**src/hdl/spq_pkg.sv**
```systemverilog
// Shared constants and types for the stable priority task queue.
`timescale 1ns / 1ps
package spq_pkg;

  localparam int QUEUE_DEPTH_DEF = 16;
  localparam int TAG_BITS_DEF    = 16;
  localparam int PRIO_W          = 3;
  localparam int OCC_W           = 5;
  localparam logic [PRIO_W-1:0] MAX_PRIORITY = 3'd5;

  typedef enum logic [1:0] {
    OC_SUBMITTED = 2'd0,
    OC_DROPPED   = 2'd1,
    OC_DEQUEUED  = 2'd2,
    OC_EMPTY     = 2'd3
  } outcome_t;

endpackage

```
**src/hdl/spq_ram.sv**
```systemverilog
// Entry store: one write port, one read port, registered read data.
`timescale 1ns / 1ps
module spq_ram #(
  parameter int DEPTH = 16,
  parameter int WIDTH = 19,
  localparam int ADDR_W = $clog2(DEPTH)
) (
  input  logic              clk,
  input  logic              we,
  input  logic [ADDR_W-1:0] waddr,
  input  logic [WIDTH-1:0]  wdata,
  input  logic [ADDR_W-1:0] raddr,
  output logic [WIDTH-1:0]  rdata
);

  logic [WIDTH-1:0] mem [DEPTH];
  logic [WIDTH-1:0] rdata_r;

  always_ff @(posedge clk) begin
    if (we) begin
      mem[waddr] <= wdata;
    end
    rdata_r <= mem[raddr];
  end

  assign rdata = rdata_r;

endmodule

```
**src/hdl/spq_ctrl.sv**
```systemverilog
// Queue sequencer: ring pointers, sorted-insert walk, dequeue and result register.
`timescale 1ns / 1ps
module spq_ctrl #(
  parameter int QUEUE_DEPTH = spq_pkg::QUEUE_DEPTH_DEF,
  parameter int TAG_BITS    = spq_pkg::TAG_BITS_DEF,
  localparam int IDX_W = $clog2(QUEUE_DEPTH),
  localparam int CNT_W = $clog2(QUEUE_DEPTH + 1),
  localparam int ENT_W = TAG_BITS + spq_pkg::PRIO_W
) (
  input  logic                       clk,
  input  logic                       rst_n,
  input  logic                       in_valid,
  output logic                       in_ready,
  input  logic                       in_cmd,
  input  logic [TAG_BITS-1:0]        in_tag,
  input  logic [spq_pkg::PRIO_W-1:0] in_prio,
  output logic                       out_valid,
  input  logic                       out_ready,
  output spq_pkg::outcome_t          out_outcome,
  output logic [TAG_BITS-1:0]        out_tag,
  output logic [spq_pkg::PRIO_W-1:0] out_prio,
  output logic [spq_pkg::OCC_W-1:0]  out_occ,
  output logic                       mem_we,
  output logic [IDX_W-1:0]           mem_waddr,
  output logic [ENT_W-1:0]           mem_wdata,
  output logic [IDX_W-1:0]           mem_raddr,
  input  logic [ENT_W-1:0]           mem_rdata
);

  localparam logic [IDX_W:0]   DEPTH_W = (IDX_W+1)'(QUEUE_DEPTH);
  localparam logic [CNT_W-1:0] FULL_C  = CNT_W'(QUEUE_DEPTH);
  localparam logic [IDX_W-1:0] LAST_I  = IDX_W'(QUEUE_DEPTH - 1);

  typedef enum logic [3:0] {
    ST_IDLE  = 4'b0001,
    ST_RUN   = 4'b0010,
    ST_WALK  = 4'b0100,
    ST_PLACE = 4'b1000
  } state_t;

  state_t                     state_r, state_nxt;
  logic [IDX_W-1:0]           head_r, head_nxt;
  logic [CNT_W-1:0]           count_r, count_nxt;
  logic [IDX_W-1:0]           cur_r, cur_nxt;
  logic [TAG_BITS-1:0]        new_tag_r, new_tag_nxt;
  logic [spq_pkg::PRIO_W-1:0] new_prio_r, new_prio_nxt;
  logic                       out_valid_r, out_valid_nxt;
  spq_pkg::outcome_t          outcome_r, outcome_nxt;
  logic [TAG_BITS-1:0]        otag_r, otag_nxt;
  logic [spq_pkg::PRIO_W-1:0] oprio_r, oprio_nxt;
  logic [spq_pkg::OCC_W-1:0]  occ_r, occ_nxt;
  logic [spq_pkg::PRIO_W-1:0] sat_prio;
  logic [spq_pkg::PRIO_W-1:0] rd_prio;
  logic                       accept;
  logic                       done;

  function automatic logic [IDX_W-1:0] phys(input logic [IDX_W-1:0] base,
                                            input logic [IDX_W-1:0] ofs);
    logic [IDX_W:0] sum;
    sum = {1'b0, base} + {1'b0, ofs};
    if (sum >= DEPTH_W) begin
      sum = sum - DEPTH_W;
    end
    return sum[IDX_W-1:0];
  endfunction

  assign sat_prio = (in_prio > spq_pkg::MAX_PRIORITY) ? spq_pkg::MAX_PRIORITY : in_prio;
  assign rd_prio  = mem_rdata[ENT_W-1 -: spq_pkg::PRIO_W];
  assign in_ready = (state_r == ST_IDLE) && (!out_valid_r || out_ready);
  assign accept   = in_valid && in_ready;

  always_comb begin
    state_nxt    = state_r;
    head_nxt     = head_r;
    count_nxt    = count_r;
    cur_nxt      = cur_r;
    new_tag_nxt  = new_tag_r;
    new_prio_nxt = new_prio_r;
    outcome_nxt  = outcome_r;
    otag_nxt     = otag_r;
    oprio_nxt    = oprio_r;
    done         = 1'b0;
    mem_we       = 1'b0;
    mem_waddr    = phys(head_r, cur_r + IDX_W'(1));
    mem_wdata    = {new_prio_r, new_tag_r};
    mem_raddr    = phys(head_r, cur_r - IDX_W'(1));

    case (state_r)
      ST_IDLE: begin
        mem_raddr = head_r;
        if (accept) begin
          otag_nxt  = '0;
          oprio_nxt = '0;
          if (!in_cmd) begin
            if (count_r == FULL_C) begin
              outcome_nxt = spq_pkg::OC_DROPPED;
              done        = 1'b1;
            end else if (count_r == '0) begin
              mem_we      = 1'b1;
              mem_waddr   = head_r;
              mem_wdata   = {sat_prio, in_tag};
              count_nxt   = count_r + CNT_W'(1);
              outcome_nxt = spq_pkg::OC_SUBMITTED;
              done        = 1'b1;
            end else begin
              cur_nxt      = count_r[IDX_W-1:0] - IDX_W'(1);
              mem_raddr    = phys(head_r, cur_nxt);
              new_tag_nxt  = in_tag;
              new_prio_nxt = sat_prio;
              state_nxt    = ST_WALK;
            end
          end else begin
            if (count_r == '0) begin
              outcome_nxt = spq_pkg::OC_EMPTY;
              done        = 1'b1;
            end else begin
              state_nxt = ST_RUN;
            end
          end
        end
      end
      ST_RUN: begin
        outcome_nxt = spq_pkg::OC_DEQUEUED;
        otag_nxt    = mem_rdata[TAG_BITS-1:0];
        oprio_nxt   = rd_prio;
        head_nxt    = (head_r == LAST_I) ? '0 : head_r + IDX_W'(1);
        count_nxt   = count_r - CNT_W'(1);
        done        = 1'b1;
        state_nxt   = ST_IDLE;
      end
      ST_WALK: begin
        mem_we = 1'b1;
        if (rd_prio > new_prio_r) begin
          mem_wdata = mem_rdata;
          if (cur_r == '0) begin
            state_nxt = ST_PLACE;
          end else begin
            cur_nxt = cur_r - IDX_W'(1);
          end
        end else begin
          count_nxt   = count_r + CNT_W'(1);
          outcome_nxt = spq_pkg::OC_SUBMITTED;
          done        = 1'b1;
          state_nxt   = ST_IDLE;
        end
      end
      ST_PLACE: begin
        mem_we      = 1'b1;
        mem_waddr   = head_r;
        count_nxt   = count_r + CNT_W'(1);
        outcome_nxt = spq_pkg::OC_SUBMITTED;
        done        = 1'b1;
        state_nxt   = ST_IDLE;
      end
      default: begin
        state_nxt = ST_IDLE;
      end
    endcase

    occ_nxt       = done ? spq_pkg::OCC_W'(count_nxt) : occ_r;
    out_valid_nxt = done ? 1'b1 : (out_valid_r && !out_ready);
  end

  always_ff @(posedge clk) begin
    if (!rst_n) begin
      state_r     <= ST_IDLE;
      head_r      <= '0;
      count_r     <= '0;
      out_valid_r <= 1'b0;
    end else begin
      state_r     <= state_nxt;
      head_r      <= head_nxt;
      count_r     <= count_nxt;
      out_valid_r <= out_valid_nxt;
    end
  end

  always_ff @(posedge clk) begin
    cur_r      <= cur_nxt;
    new_tag_r  <= new_tag_nxt;
    new_prio_r <= new_prio_nxt;
    outcome_r  <= outcome_nxt;
    otag_r     <= otag_nxt;
    oprio_r    <= oprio_nxt;
    occ_r      <= occ_nxt;
  end

  assign out_valid   = out_valid_r;
  assign out_outcome = outcome_r;
  assign out_tag     = otag_r;
  assign out_prio    = oprio_r;
  assign out_occ     = occ_r;

endmodule

```
**src/hdl/stable_priority_task_queue.sv**
```systemverilog
// Drop, empty run and submit to an empty queue are answered from the idle state;
// a run reads the head entry in the run state; a submit to a non-empty queue walks
// from the tail, shifting each stored entry of lower urgency toward the tail.
// One request at a time: a new request is taken only in idle with the result slot free.
// Reset clears count, head pointer and result valid; stored entries are not cleared.
`timescale 1ns / 1ps
module stable_priority_task_queue #(
  parameter int QUEUE_DEPTH = spq_pkg::QUEUE_DEPTH_DEF,
  parameter int TAG_BITS    = spq_pkg::TAG_BITS_DEF,
  localparam int IN_W  = ((1 + TAG_BITS + spq_pkg::PRIO_W + 7) / 8) * 8,
  localparam int OUT_W = ((2 + TAG_BITS + spq_pkg::PRIO_W + spq_pkg::OCC_W + 7) / 8) * 8
) (
  input  logic             clk,
  input  logic             rst_n,
  input  logic             in_tvalid,
  output logic             in_tready,
  input  logic [IN_W-1:0]  in_tdata,   // command, task_tag, priority_req
  output logic             out_tvalid,
  input  logic             out_tready,
  output logic [OUT_W-1:0] out_tdata   // outcome, out_tag, out_priority, occupancy
);

  localparam int IDX_W = $clog2(QUEUE_DEPTH);
  localparam int ENT_W = TAG_BITS + spq_pkg::PRIO_W;

  logic                       in_cmd;
  logic [TAG_BITS-1:0]        in_tag;
  logic [spq_pkg::PRIO_W-1:0] in_prio;
  spq_pkg::outcome_t          res_outcome;
  logic [TAG_BITS-1:0]        res_tag;
  logic [spq_pkg::PRIO_W-1:0] res_prio;
  logic [spq_pkg::OCC_W-1:0]  res_occ;
  logic                       mem_we;
  logic [IDX_W-1:0]           mem_waddr;
  logic [ENT_W-1:0]           mem_wdata;
  logic [IDX_W-1:0]           mem_raddr;
  logic [ENT_W-1:0]           mem_rdata;

  assign in_cmd  = in_tdata[0];
  assign in_tag  = in_tdata[TAG_BITS:1];
  assign in_prio = in_tdata[TAG_BITS + spq_pkg::PRIO_W -: spq_pkg::PRIO_W];

  assign out_tdata = OUT_W'({res_occ, res_prio, res_tag, res_outcome});

  spq_ctrl #(
    .QUEUE_DEPTH (QUEUE_DEPTH),
    .TAG_BITS    (TAG_BITS)
  ) u_ctrl (
    .clk         (clk),
    .rst_n       (rst_n),
    .in_valid    (in_tvalid),
    .in_ready    (in_tready),
    .in_cmd      (in_cmd),
    .in_tag      (in_tag),
    .in_prio     (in_prio),
    .out_valid   (out_tvalid),
    .out_ready   (out_tready),
    .out_outcome (res_outcome),
    .out_tag     (res_tag),
    .out_prio    (res_prio),
    .out_occ     (res_occ),
    .mem_we      (mem_we),
    .mem_waddr   (mem_waddr),
    .mem_wdata   (mem_wdata),
    .mem_raddr   (mem_raddr),
    .mem_rdata   (mem_rdata)
  );

  spq_ram #(
    .DEPTH (QUEUE_DEPTH),
    .WIDTH (ENT_W)
  ) u_ram (
    .clk   (clk),
    .we    (mem_we),
    .waddr (mem_waddr),
    .wdata (mem_wdata),
    .raddr (mem_raddr),
    .rdata (mem_rdata)
  );

endmodule

```
**config.mk**
```make
export PLATFORM = sky130hd
export DESIGN_NAME = stable_priority_task_queue
export DESIGN_NICKNAME = d
export VERILOG_FILES = /design/src/hdl/spq_pkg.sv /design/src/hdl/spq_ram.sv /design/src/hdl/spq_ctrl.sv /design/src/hdl/stable_priority_task_queue.sv
export SDC_FILE = /design/constraint.sdc
export NUM_CORES = 1
export LEC_CHECK = 0
export ABC_AREA = 1
export BUFFER_PORTS_ARGS = -buffer_cell sky130_fd_sc_hd__clkbuf_2
export CORE_MARGIN = 8
export CORE_UTILIZATION = 55
export DETAILED_ROUTE_END_ITERATION = 8
export PLACE_DENSITY = 0.72
export SLEW_MARGIN = 20
export SYNTH_ARGS = -nofsm -noshare
export SYNTH_HDL_FRONTEND = slang
export SYNTH_SLANG_ARGS = --single-unit
```
**constraint.sdc**
```tcl
create_clock -name clk -period 3.3 [get_ports clk]
set_input_delay 0.66 -clock clk [delete_from_list [all_inputs] [get_ports clk]]
set_output_delay 0.66 -clock clk [all_outputs]
set_load 0.05 [all_outputs]
```
After elaboration in Yosys (flattened, before gate mapping)
Memories as Yosys holds them, arrays and structs flattened. A register that Yosys moved wholly into a read port is not among the register bits.
Cells that the tools add are included.
{ "classes": {"n_addsub": 12, "n_lt_le_gt_ge": 5, "eq_ne": 17, "mux": 66, "n_bitwise": 3, "n_reduce_logical": 18} }
{ "ops": {"columns": ["operator", "n"], "rows": [
  ["$mux W4", 26],
  ["$mux W19", 5],
  ["$pmux W19 S2", 1],
  ["$pmux W16 S2", 1],
  ["$mux W5", 5],
  ["$pmux W4 S2", 3],
  ["$pmux W5 S4", 1],
  ["$sub A4 B1 Y4 const B", 5],
  ["$mux W16", 1],
  ["$add A4 B4 Y5", 3],
  ["$ge A5 B5 Y1 const B", 3],
  ["$mux W2", 6],
  ["$ne A3 B3 Y1 const B", 4],
  ["$mux W1", 11],
  ["$ne A2 B2 Y1 const B", 5],
  ["$reduce_and A5 Y1", 2],
  ["$add A4 B1 Y4 const B", 2],
  ["$eq A4 B4 Y1 const B", 2],
  ["$pmux W2 S4", 1],
  ["$reduce_and A7 Y1", 1],
  ["$mux W3", 2],
  ["$pmux W3 S2", 1],
  ["$add A5 B1 Y5 const B", 1],
  ["$eq A5 B5 Y1 const B", 1],
  ["other kinds (20)", 28]
]} }
{ "word_totals": {"regBits": 63, "ramBits": 304, "inputBits": 28, "out_inout_bits": 34, "elab_cells": 133, "mem_count": 1} }
{ "memory_table": {"columns": ["name", "depth", "word_bits", "rd", "rd_clocked_by_memory_dff", "wr", "line_no", "source"], "rows": [
  ["u_ram.mem", 16, 19, 1, 1, 1, "spq_ram.sv:16", "logic [WIDTH-1:0] mem [DEPTH];"]
]} }

Logic depth before layout (Yosys ltp)
Gate-level depths: netlist of the first run.
{ "logic_depth": {"depth_word": 9, "depth_mapped": 16, "mapped_depth_nobuf": 15} }

Modules after synthesis
A second synthesis of the first run with hierarchy kept.
{ "unflattened": {"cells_unflattened": 1732, "hier_area_um2": 17310.4} }
{ "modules_own_cells": {"columns": ["module", "n_inst", "cells_per_inst", "area_each_um2", "seq_area_each_um2"], "rows": [
  ["spq_ram", 1, 1272, 13496.7, 9509.1],
  ["spq_ctrl", 1, 453, 3764.9, 1751.7],
  ["stable_priority_task_queue", 1, 7, 48.8, 0.0]
]} }

Worst setup path after synthesis of the first run
No wires, ideal clock.
{ "synth_path": {"path_type": "input to register", "startpoint": "in out_tready", "endpoint": "mem u_ram.mem[15][0], enable pin", "setup_ns": 0.395, "t_arrival_ns": 2.684, "required_ns": 2.905, "slack_ns": 0.222, "cell_stages": 12, "n_path_buf": 0, "cell_sequence": "inv_1 > nand2_1 > nand3_2 > nor2_4 > inv_1 > nor3_4 > nor2_2 > clkinv_2 > nand2_1 > o21ai_1 > nand3_1 > nor2_1"} }
{ "synth_between": {"elab_chain_cells": 7, "word_cells_on_any_way": 9, "cone_classes": "mux: 6; reduce/logical: 3"} }
{ "synth_rtl": {"columns": ["item", "line_no", "source"], "rows": [
  ["from (decl)", "stable_priority_task_queue.sv:19", "input logic out_tready,"],
  ["$logic_or A1 B1 Y1 (*)", "spq_ctrl.sv:69", "assign in_ready = (state_r == ST_IDLE) && (!out_valid_r || out_ready);"],
  ["$logic_and A1 B1 Y1 (*)", "spq_ctrl.sv:69", null],
  ["$logic_and A1 B1 Y1 (*)", "spq_ctrl.sv:70", "assign accept = in_valid && in_ready;"],
  ["$mux W1", "spq_ctrl.sv:91", "if (accept) begin"],
  ["$pmux W1 S2", "spq_ctrl.sv:88", "case (state_r)"],
  ["$mux W1", "spq_ram.sv:20", "if (we) begin"],
  ["$mux W1 (not written as such)", "spq_ram.sv:21", "mem[waddr] <= wdata;"],
  ["to (decl)", "spq_ram.sv:16", null]
]} }
Every way passes the cells marked *; elsewhere a longest branch is shown, timed or not.

Worst setup path in the final report of the first run
{ "layout_path": {"startpoint": "reg u_ctrl.cur_r[0]", "endpoint": "reg u_ram.rdata_r[0], in the netlist u_ram.rdata[0] (read register of u_ram.mem)"} }
{ "layout_between": {"elab_chain_cells": 5, "word_cells_on_any_way": 6, "cone_classes": "add/sub: 3; order compare: 1; mux: 2"} }
{ "layout_rtl": {"columns": ["item", "line_no", "source"], "rows": [
  ["from (decl)", "spq_ctrl.sv:44", "logic [IDX_W-1:0] cur_r, cur_nxt;"],
  ["from (signal assigned)", "spq_ctrl.sv:179", "cur_r <= cur_nxt;"],
  ["$sub A4 B1 Y4 (*)", "spq_ctrl.sv:86", "mem_raddr = phys(head_r, cur_r - IDX_W'(1));"],
  ["$add A4 B4 Y5 (*)", "spq_ctrl.sv:60", "sum = {1'b0, base} + {1'b0, ofs};"],
  ["$sub A4 B1 Y4 / $ge A5 B5 Y1 (equally long branches)", "spq_ctrl.sv:62, spq_ctrl.sv:61", null],
  ["$mux W4 (*)", "spq_ctrl.sv:61", "if (sum >= DEPTH_W) begin"],
  ["$mux W4 (*)", "spq_ctrl.sv:88", null],
  ["to (decl)", "spq_ram.sv:17", "logic [WIDTH-1:0] rdata_r;"]
]} }
Marked as above.
A chain may end at the register's enable or synchronous reset.

==> results_dict.tcl, run 1 <==
set metrics [dict create \
    finalPower_w 0.0172 \
    htreeDepth 2 \
    crit_chain "inv_1, ha_1, inv_1, ha_1, nand2_1, nor2_1, a211oi_1, inv_1, or2_2, nand3_1, nand2_1, inv_2, nand3_1, nand2_1" \
    core_area_mm2 0.0315 \
    numPortBuffers 51 \
    r2r_setup_slack_ns 0.28 \
    clk_latency_ns 0.54 \
    grt_pass1_vias 11800 \
    syn_avg_cell_area_um2 10.2 \
    start_util 0.556 \
    status "completed" \
    cts_buffers 40 \
    cts_root_buffer "clkbuf_16" \
    ios 62 \
    cellLeakagePower_nw 8.73 \
    skew_ns 0.0217 \
    max_stage_delay_ns 0.43 \
    cp-start-kind "flop" \
    detail-route-antenna-nets 0 \
    wl_per_cell_um 18.4 \
    synth_top_area_cell "edfxtp_1" \
    seqPwrFrac 0.373 \
    via_per_inst 5.40 \
    dieHeight_um 194 \
    cts_resized 0 \
    endpoint_kind "flop" \
    ys_seq_elements 386 \
    cp-startpoint "u_ctrl.cur_r[0]$_DFFE_PP_" \
    grt_usage 0.217 \
    clk_pin_slew_ns 0.06 \
    finalSetupViolations 0 \
    synth-seq-area-share 0.643 \
    rr_startpoint "u_ctrl.cur_r[0]$_DFFE_PP_" \
    synth_edf_count 353 \
    tightest_slew_ns 0.756 \
    die_x_um 194 \
    dr.pass1.iters 5 \
    gp_congestion 0.886 \
    antenna_found_initial 0 \
    ys_top_cells_by_area "edfxtp_1 61%, nand3_1 11%, inv_1 8.4%" \
    timing.rr.end "u_ram.rdata[0]$_DFF_P_" \
    synth_flop_cell "edfxtp_1" \
    p_clk_frac 0.265 \
    area_growth_pct 13.3 \
    yosysUniqueCellTypes 44 \
    netlist_instances 1721 \
    synthArstFlopShare 0 \
    sw_frac_of_total 0.373 \
    grt.overflow.total 0 \
    slowest_stage "inv_2" \
    drcViolationCount 0 \
    nets 1849 \
    arrival_ns 3.47 \
    drive_gt1_frac 0.122 \
    crit_type "reg -> reg" \
    p_per_area_mw_per_mm2 865 \
    p_switching_w 0.00640 \
    dr_total_vias 12100 \
    synth_warnings 0 \
    max-cap-violations 0 \
    crit_end "u_ram.rdata[0]$_DFF_P_" \
    clock_sinks 386 \
    fin_setup_tns_ns 0 \
    intPower_w 0.0108 \
    combPwrFrac 0.362 \
    rsz0062_at_grt "false" \
    period_needed_ns 3.02 \
    drt_iter0_drc 1264 \
    hold_violations 0 \
    grt_first_pass_wirelength_um 65000 \
    slew_headroom 0.495 \
    grt_max_degree 77 \
    row_count 65 \
    cts_tree "built" \
    max_freq_mhz 331 \
    antennaDiodeCount 0 \
    crit_path_max_fanout 19 \
    clockBufferDepth 3 \
    synth.top_cell.area_share 0.605 \
    nFillCells 2365 \
    ff2ff_path_depth 14 \
    required_ns 3.75 \
    finalMaxSlewViolations 0 \
    drt_wl_total_um 41200 \
    synthesis.area_mm2 0.0175 \
    dp_hpwl_um 25200 \
    hold_class "in -> reg" \
    die_area_mm2 0.0378 \
    fin_crit_sh 0.917 \
    hold_buffers 0 \
    vdd_drop_max_mv 0.687 \
    post-cts-setup-buffers 0 \
]
logic make-up (layout without fill, tap and decap cells):
logic type / count (synthesis) / count (layout) / share of synthesized area
AOI/OAI and AO/OA: 58 / 58 / 0.0227
DFF: 386 / 386 / 0.643
adders and majority gates: 20 / 20 / 0.0156
and+or+nand+nor: 758 / 758 / 0.195
other: 1 / 6 / 0.000214
xor gates and xnor gates: 16 / 16 / 0.00800
buffers and inverters: 482 / 589 / 0.115
flip-flops by register name (all words and copies together), names as in the netlist:
| name | cells |
|---|---|
| u_ram.mem | 304 |
| u_ctrl.cur_r | 4 |
| u_ctrl.new_tag_r | 16 |
| u_ctrl.count_r | 5 |
| u_ctrl.head_r | 4 |
| u_ctrl.new_prio_r | 3 |
| u_ctrl.state_r | 4 |
| u_ram.rdata | 19 |
| u_ctrl.out_prio | 3 |
| u_ctrl.out_tag | 16 |
| u_ctrl.out_valid | 1 |
| u_ctrl.out_occ | 5 |
| u_ctrl.out_outcome | 2 |
power by group through the flow:
stage	clock (W)	sequential, W	combinational, W
5_1_grt	0.00478	0.00642	0.00680
2_1_floorplan	0	0.00675	0.00397
6_report	0.00455	0.00640	0.00621
3_3_place_gp	0	0.00649	0.00599
4_1_cts	0.00461	0.00640	0.00616
3_5_place_dp	0	0.00650	0.00613
critical path: cells and delay by family, from the launching register on:
family | cells | cell delay, ns
buffers and inverters | 4 | 0.83
adders and majority gates | 2 | 0.55
DFF | 1 | 0.41
AOI/OAI and AO/OA | 1 | 0.17
and+or+nand+nor | 7 | 0.98
cell type report:
type | instances | area (um^2) | area share
tap | 402 | 503 | 0.0253
sequential | 386 | 11300 | 0.567
inverter | 397 | 1490 | 0.0753
clock inverter | 18 | 198 | 0.00996
multi-input combinational | 858 | 4310 | 0.217
timing repair buffer | 118 | 933 | 0.0470
clock buffer | 56 | 1140 | 0.0576
cell usage after synthesis, types with 4 or more instances:
| master | n |
|---|---|
| nand3_1 | 380 |
| edfxtp_1 | 353 |
| nor2_1 | 49 |
| xnor2_1 | 4 |
| inv_2 | 5 |
| buf_4 | 11 |
| ha_1 | 17 |
| xor2_1 | 12 |
| buf_6 | 15 |
| o21ai_0 | 16 |
| clkbuf_1 | 18 |
| dfxtp_1 | 33 |
| buf_2 | 38 |
| nand2_1 | 305 |
| inv_1 | 390 |
| nor2_2 | 4 |
| o221ai_1 | 20 |
| a21oi_1 | 13 |
worst min path at each step:
stage / startpoint / endpoint / slack (ns) / cells past startpoint
global route: in_tdata[12] / u_ctrl.new_tag_r[11]$_DFFE_PP_ / 0.32 / 1
finish: in_tdata[3] / u_ctrl.new_tag_r[2]$_DFFE_PP_ / 0.34 / 1
floorplan: u_ctrl.state_r[0]$_SDFFE_PN1P_ / u_ctrl.state_r[0]$_SDFFE_PN1P_ / 0.48 / 2
CTS: in_tdata[14] / u_ctrl.new_tag_r[13]$_DFFE_PP_ / 0.32 / 1
detailed placement: u_ctrl.state_r[0]$_SDFFE_PN1P_ / u_ctrl.state_r[0]$_SDFFE_PN1P_ / 0.51 / 2
global placement: u_ctrl.state_r[0]$_SDFFE_PN1P_ / u_ctrl.state_r[0]$_SDFFE_PN1P_ / 0.50 / 2
metal layers:
layer,up-vias,track usage,share of wire
li1,5768,-,-
met1,5685,0.291,0.41
met2,531,0.357,0.48
met3,77,0.0421,0.087
met4,0,0.0648,0.022
met5,-,0,0
placed cells by master (no fill, tap or decap), types with 2 or more instances in the layout:
master	Yosys	routed
inv_1	390	390
nand3_1	380	380
edfxtp_1	353	353
nand2_1	305	304
buf_4	11	53
clkbuf_2	0	51
clkbuf_16	0	41
dfxtp_1	33	33
nor2_1	49	32
nor2_2	4	20
o221ai_1	20	20
ha_1	17	17
o21ai_0	16	16
buf_12	0	14
a21oi_1	13	13
xor2_1	12	12
clkbuf_1	18	9
clkinv_2	1	6
conb_1	1	6
clkbuf_8	0	6
inv_2	5	5
clkinv_1	0	5
xnor2_1	4	4
bufinv_16	0	4
nor2_4	2	3
nand2_2	3	3
nor3_1	3	3
fa_1	3	3
nand3_2	2	2
nand2_4	1	2
nand4_1	2	2
inv_6	0	2
through the flow:
stage | instances | setup slack, ns | area (um^2) | hold WS (ns) | util
after CTS | 2235 | 0.304 | 19800 | 0.317 | 0.631
after global placement | 2161 | 0.243 | 18500 | 0.505 | 0.588
final | 2235 | 0.275 | 19800 | 0.336 | 0.631
after global routing | 2235 | 0.0709 | 19800 | 0.324 | 0.631
after detailed placement | 2161 | 0.194 | 18500 | 0.507 | 0.588
after floorplan | 1726 | 0.222 | 17500 | 0.478 | -
Note: power is estimated with default switching activity, not from simulation.
==> run 2: changes to the inputs <==
--- a/config.mk
+++ b/config.mk
@@ -9,6 +9,7 @@
 export BUFFER_PORTS_ARGS = -buffer_cell sky130_fd_sc_hd__clkbuf_2
 export CORE_MARGIN = 8
 export CORE_UTILIZATION = 55
+export CTS_BUF_LIST = sky130_fd_sc_hd__clkbuf_2 sky130_fd_sc_hd__clkbuf_4 sky130_fd_sc_hd__clkbuf_8
 export DETAILED_ROUTE_END_ITERATION = 8
 export PLACE_DENSITY = 0.72
 export SLEW_MARGIN = 20
==> run 2 against run 1 <==
Effect of this change: final cell count rose by 1.5%; clock power shrank 9.5%; clock skew fell by 0.0036 ns; non-clock buffer count unchanged; final area is 0.43% lower; hold slack got worse by 0.089 ns; sequential share of layout area rose by 0.24 points; count of clock-buffer cells in the layout rose by 47; largest power group unchanged; global-route usage is essentially flat.
==> results_dict.tcl, run 2 (synthesis results as in run 1) <==
set metrics [dict create \
    fin_ws_ns 0.280 \
    cts_resized 0 \
    htreeDepth 2 \
    cellLeakagePower_nw 8.75 \
    arrival_ns 3.32 \
    dieHeight_um 194 \
    grt_usage 0.217 \
    dpl_worst_slack_ns 0.194 \
    numPortBuffers 51 \
    crit_type "reg -> reg" \
    hold_class "in -> reg" \
    grt_first_pass_wirelength_um 64900 \
    slew_headroom 0.501 \
    crit_path_max_fanout 8 \
    via_per_inst 5.34 \
    cts_tree "built" \
    finalSetupViolations 0 \
    start_util 0.556 \
    largest_register_ff_count 304 \
    max_stage_delay_ns 0.41 \
    ios 62 \
    regMostFlops "u_ram.mem" \
    final_common_cell "inv_1" \
    max-cap-violations 0 \
    dr.pass1.iters 5 \
    clk_pin_slew_ns 0.06 \
    clk_latency_ns 0.61 \
    crit_chain "ha_1, xor2_1, ha_1, a21oi_1, o21ai_0, xor2_1, nor2_1, a21oi_2, nand2_1, nor2_2, buf_4" \
    max_freq_mhz 331 \
    nFillCells 2410 \
    period_needed_ns 3.02 \
    cp-startpoint "u_ctrl.cur_r[0]$_DFFE_PP_" \
    hold_ws_ns 0.248 \
    drive_gt1_frac 0.144 \
    antenna_found_initial 0 \
    dp_hpwl_um 25200 \
    vdd_drop_max_mv 0.697 \
    multi_input_area_mm2 0.00431 \
    fin_setup_tns_ns 0 \
    skew_ns 0.0182 \
    seq_area_mm2 0.0113 \
    gp_congestion 0.886 \
    rr_startpoint "u_ctrl.cur_r[0]$_DFFE_PP_" \
    fin_crit_sh 0.915 \
    drt_wl_total_um 41100 \
    cp-start-kind "flop" \
    cp_top_family "simple AND/OR/NAND/NOR gates" \
    post-cts-setup-buffers 0 \
    grt.overflow.total 0 \
    clock_sinks 386 \
    area_growth_pct 12.9 \
    status "completed" \
    drcViolationCount 0 \
    hold_path_startpoint "in_tdata[12]" \
    grt_pass1_vias 11700 \
    tightest_slew_ns 0.744 \
    endpoint_kind "flop" \
    hold_buffers 0 \
    hold_violations 0 \
    die_area_mm2 0.0378 \
    nets 1869 \
    detail-route-antenna-nets 0 \
    drt_iter0_drc 1281 \
    core_area_mm2 0.0315 \
    final_cell_mix "390 x inv_1, 380 x nand3_1, 353 x edfxtp_1" \
    wl_per_cell_um 18.1 \
    cts_buffers 60 \
    antennaDiodeCount 0 \
    dr_total_vias 12100 \
    p_per_area_mw_per_mm2 845 \
    finalMaxSlewViolations 0 \
    clockBufferDepth 3 \
    row_count 65 \
    slowest_stage "edfxtp_1" \
    grt_max_degree 77 \
    cts_root_buffer "clkbuf_8" \
    cp.buffers_inverters 1 \
    required_ns 3.60 \
    rsz0062_at_grt "false" \
    die_x_um 194 \
]
run 2: cell types whose count changed in the layout (fill, tap and decap cells not counted):
cell / delta
clkbuf_8: +63
clkbuf_16: -41
clkbuf_4: +34
clkbuf_1: -9
clkinv_2: -5
bufinv_16: -3
clkinv_1: -2
clkinv_4: -1
clkinvlp_4: -1
inv_6: -1
run 2: stage by stage:
| stage | total power, W | util | instance area [um^2] | std cells |
|---|---|---|---|---|
| global route | 0.0176 | 0.628 | 19800 | 2269 |
| global placement | 0.0125 | 0.588 | 18500 | 2161 |
| detailed placement | 0.0126 | 0.588 | 18500 | 2161 |
| CTS | 0.0167 | 0.628 | 19800 | 2269 |
| finish | 0.0167 | 0.628 | 19800 | 2269 |
| floorplan | 0.0107 | - | 17500 | 1726 |
run 2: area by class of cell:
class,instances,share of cell area
inverters,397,0.0756
flip-flops and latches,386,0.570
multi-input cells,858,0.218
well taps,402,0.0255
clock inverters,5,0.00253
repair buffers,118,0.0472
clock buffers,103,0.0610
run 2: worst paths after layout:
path / depth (start not counted) / slack, ns / to
max reg2reg: 11 / 0.28 / u_ram.mem[1][14]$_DFFE_PP_
min reg2reg: 2 / 0.53 / u_ctrl.state_r[0]$_SDFFE_PN1P_
min: 1 / 0.25 / u_ctrl.new_tag_r[11]$_DFFE_PP_
max: 11 / 0.28 / u_ram.mem[1][14]$_DFFE_PP_
run 2: metal layers:
layer  vias to the layer above  share of wire  GRT usage
met5                         -              0          0
li1                       5805              -          -
met4                         0          0.024     0.0775
met3                        87          0.085     0.0392
met2                       513           0.47      0.351
met1                      5711           0.42      0.292
run 2: power by group:
part / internal [W] / switching, W
Clock: 0.00235 / 0.00178
Sequential: 0.00627 / 0.000129
Combinational: 0.00176 / 0.00442
Total: 0.0104 / 0.00632
==> run 3: changes to the inputs <==
--- a/config.mk
+++ b/config.mk
@@ -7,6 +7,7 @@
 export LEC_CHECK = 0
 export ABC_AREA = 1
 export BUFFER_PORTS_ARGS = -buffer_cell sky130_fd_sc_hd__clkbuf_2
+export CORE_ASPECT_RATIO = 0.75
 export CORE_MARGIN = 8
 export CORE_UTILIZATION = 55
 export CTS_BUF_LIST = sky130_fd_sc_hd__clkbuf_2 sky130_fd_sc_hd__clkbuf_4 sky130_fd_sc_hd__clkbuf_8
==> run 3 against run 2 <==
Effect of this change: flip-flop and latch count stayed put; hold slack worse by 0.059 ns; maximum frequency is 3.7% higher; global-route usage is 0.18 points higher; critical endpoint is now u_ram.rdata[18]$_DFF_P_.
==> results_dict.tcl, run 3 (synthesis results as in run 1) <==
set metrics [dict create \
    status "completed" \
    arrival_ns 3.47 \
    crit_path_max_fanout 19 \
    clk_pin_slew_ns 0.07 \
    dr_total_vias 12200 \
    post-cts-setup-buffers 0 \
    dp_hpwl_um 25300 \
    die_x_um 222 \
    hold_violations 0 \
    nets 1873 \
    dr.pass1.iters 5 \
    ios 62 \
    required_ns 3.85 \
    rsz0062_at_grt "false" \
    max_freq_mhz 343 \
    core_area_mm2 0.0313 \
    final_cell_mix "390 x inv_1, 380 x nand3_1, 353 x edfxtp_1" \
    cts_tree "built" \
    cts_buffers 56 \
    combPwrFrac 0.377 \
    period_needed_ns 2.91 \
    start_util 0.559 \
    crit_type "reg -> reg" \
    finalSetupViolations 0 \
    tightest_slew_ns 0.811 \
    placed_cell_area_mm2 0.0186 \
    cellLeakagePower_nw 8.77 \
    grt_pass1_vias 11900 \
    fin_setup_tns_ns 0 \
    hold_class "in -> reg" \
    dieHeight_um 171 \
    drive_gt1_frac 0.144 \
    wl_per_cell_um 18.2 \
    detail-route-antenna-nets 0 \
    p_per_area_mw_per_mm2 845 \
    clockBufferDepth 3 \
    vdd_drop_max_mv 0.605 \
    drt_iter0_drc 1370 \
    final_common_cell "inv_1" \
    die_area_mm2 0.0379 \
    seqPwrFrac 0.381 \
    clk_latency_ns 0.66 \
    skew_ns 0.0534 \
    largest_register_ff_count 304 \
    htreeDepth 2 \
    gp_congestion 0.895 \
    regMostFlops "u_ram.mem" \
    grt.overflow.total 0 \
    antennaDiodeCount 0 \
    numPortBuffers 51 \
    drt_wl_total_um 41600 \
    utilization 0.634 \
    sw_frac_of_total 0.385 \
    drcViolationCount 0 \
    finalMaxSlewViolations 0 \
    antenna_found_initial 0 \
    endpoint_kind "flop" \
    final_area_mm2 0.0198 \
    nFillCells 2419 \
    grt_first_pass_wirelength_um 65000 \
    row_count 56 \
    cts_root_buffer "clkbuf_8" \
    p_clk_frac 0.243 \
    p_switching_w 0.00645 \
    intPower_w 0.0103 \
    hold_buffers 0 \
    slew_headroom 0.458 \
    via_per_inst 5.37 \
    fin_crit_sh 0.883 \
    grt_max_degree 77 \
    cp-start-kind "flop" \
    grt_usage 0.219 \
    clock_sinks 386 \
    area_growth_pct 13.4 \
    max-cap-violations 0 \
]
run 3: stage by stage:
stage / setup slack (ns) / power, W / instances / hold slack (ns)
after CTS: 0.0799 / 0.0168 / 2279 / 0.160
after floorplan: 0.222 / 0.0107 / 1726 / 0.478
after global placement: 0.171 / 0.0126 / 2173 / 0.496
after detailed placement: 0.103 / 0.0127 / 2173 / 0.521
after global routing: 0.144 / 0.0176 / 2279 / 0.187
final: 0.387 / 0.0168 / 2279 / 0.188
run 3: final cells by class:
| type | instances | area [um^2] | area share |
|---|---|---|---|
| Inverter | 397 | 1490 | 0.0753 |
| Clock buffer | 81 | 996 | 0.0502 |
| Tap cell | 406 | 508 | 0.0256 |
| Timing Repair Buffer | 126 | 1040 | 0.0526 |
| Sequential cell | 386 | 11300 | 0.567 |
| Clock inverter | 25 | 219 | 0.0110 |
| Multi-Input combinational cell | 858 | 4330 | 0.218 |
run 3: power groups by stage:
| stage | Clock, W | Sequential, W | Combinational [W] |
|---|---|---|---|
| 6_report | 0.00407 | 0.00638 | 0.00632 |
| 5_1_grt | 0.00433 | 0.00641 | 0.00685 |
| 4_1_cts | 0.00412 | 0.00639 | 0.00626 |
| 3_5_place_dp | 0 | 0.00649 | 0.00623 |
| 3_3_place_gp | 0 | 0.00649 | 0.00611 |
| 2_1_floorplan | 0 | 0.00675 | 0.00397 |
run 3: layer usage:
layer / track usage / routed length [um] / part of all wire / vias up
met1: 0.291 / 17600 / 0.42 / 5849
met3: 0.0450 / 3640 / 0.087 / 83
met5: 0 / 0 / 0 / -
met4: 0.0846 / 1140 / 0.027 / 0
li1: - / - / - / 5816
met2: 0.354 / 19200 / 0.46 / 491
run 3: worst paths after layout:
path | start | cells past startpoint | slack [ns] | endpoint
worst max-delay path | u_ctrl.count_r[0]$_SDFF_PN0_ | 15 | 0.39 | u_ram.rdata[18]$_DFF_P_
worst max register to register | u_ctrl.count_r[0]$_SDFF_PN0_ | 15 | 0.39 | u_ram.rdata[18]$_DFF_P_
worst min register to register | u_ctrl.state_r[0]$_SDFFE_PN1P_ | 2 | 0.54 | u_ctrl.state_r[0]$_SDFFE_PN1P_
worst min-delay path | in_tdata[15] | 1 | 0.19 | u_ctrl.new_tag_r[14]$_DFFE_PP_
run 3: timing repair:
action,4_1_cts,5_1_grt
setup endpoints to repair,0,19
resized for setup,0,1
hold endpoints to repair,0,0
run 3: critical path, cell delays in order, from the launching register on:
cell	delay, ns
dfxtp_1	0.33
inv_1	0.05
buf_4	0.15
ha_1	0.22
xnor2_1	0.22
inv_1	0.09
ha_1	0.33
a21oi_1	0.15
nand2_1	0.08
xor2_1	0.19
nand3_1	0.09
nand3_1	0.10
nand2_1	0.08
inv_2	0.39
nand3_1	0.24
nand2_1	0.11
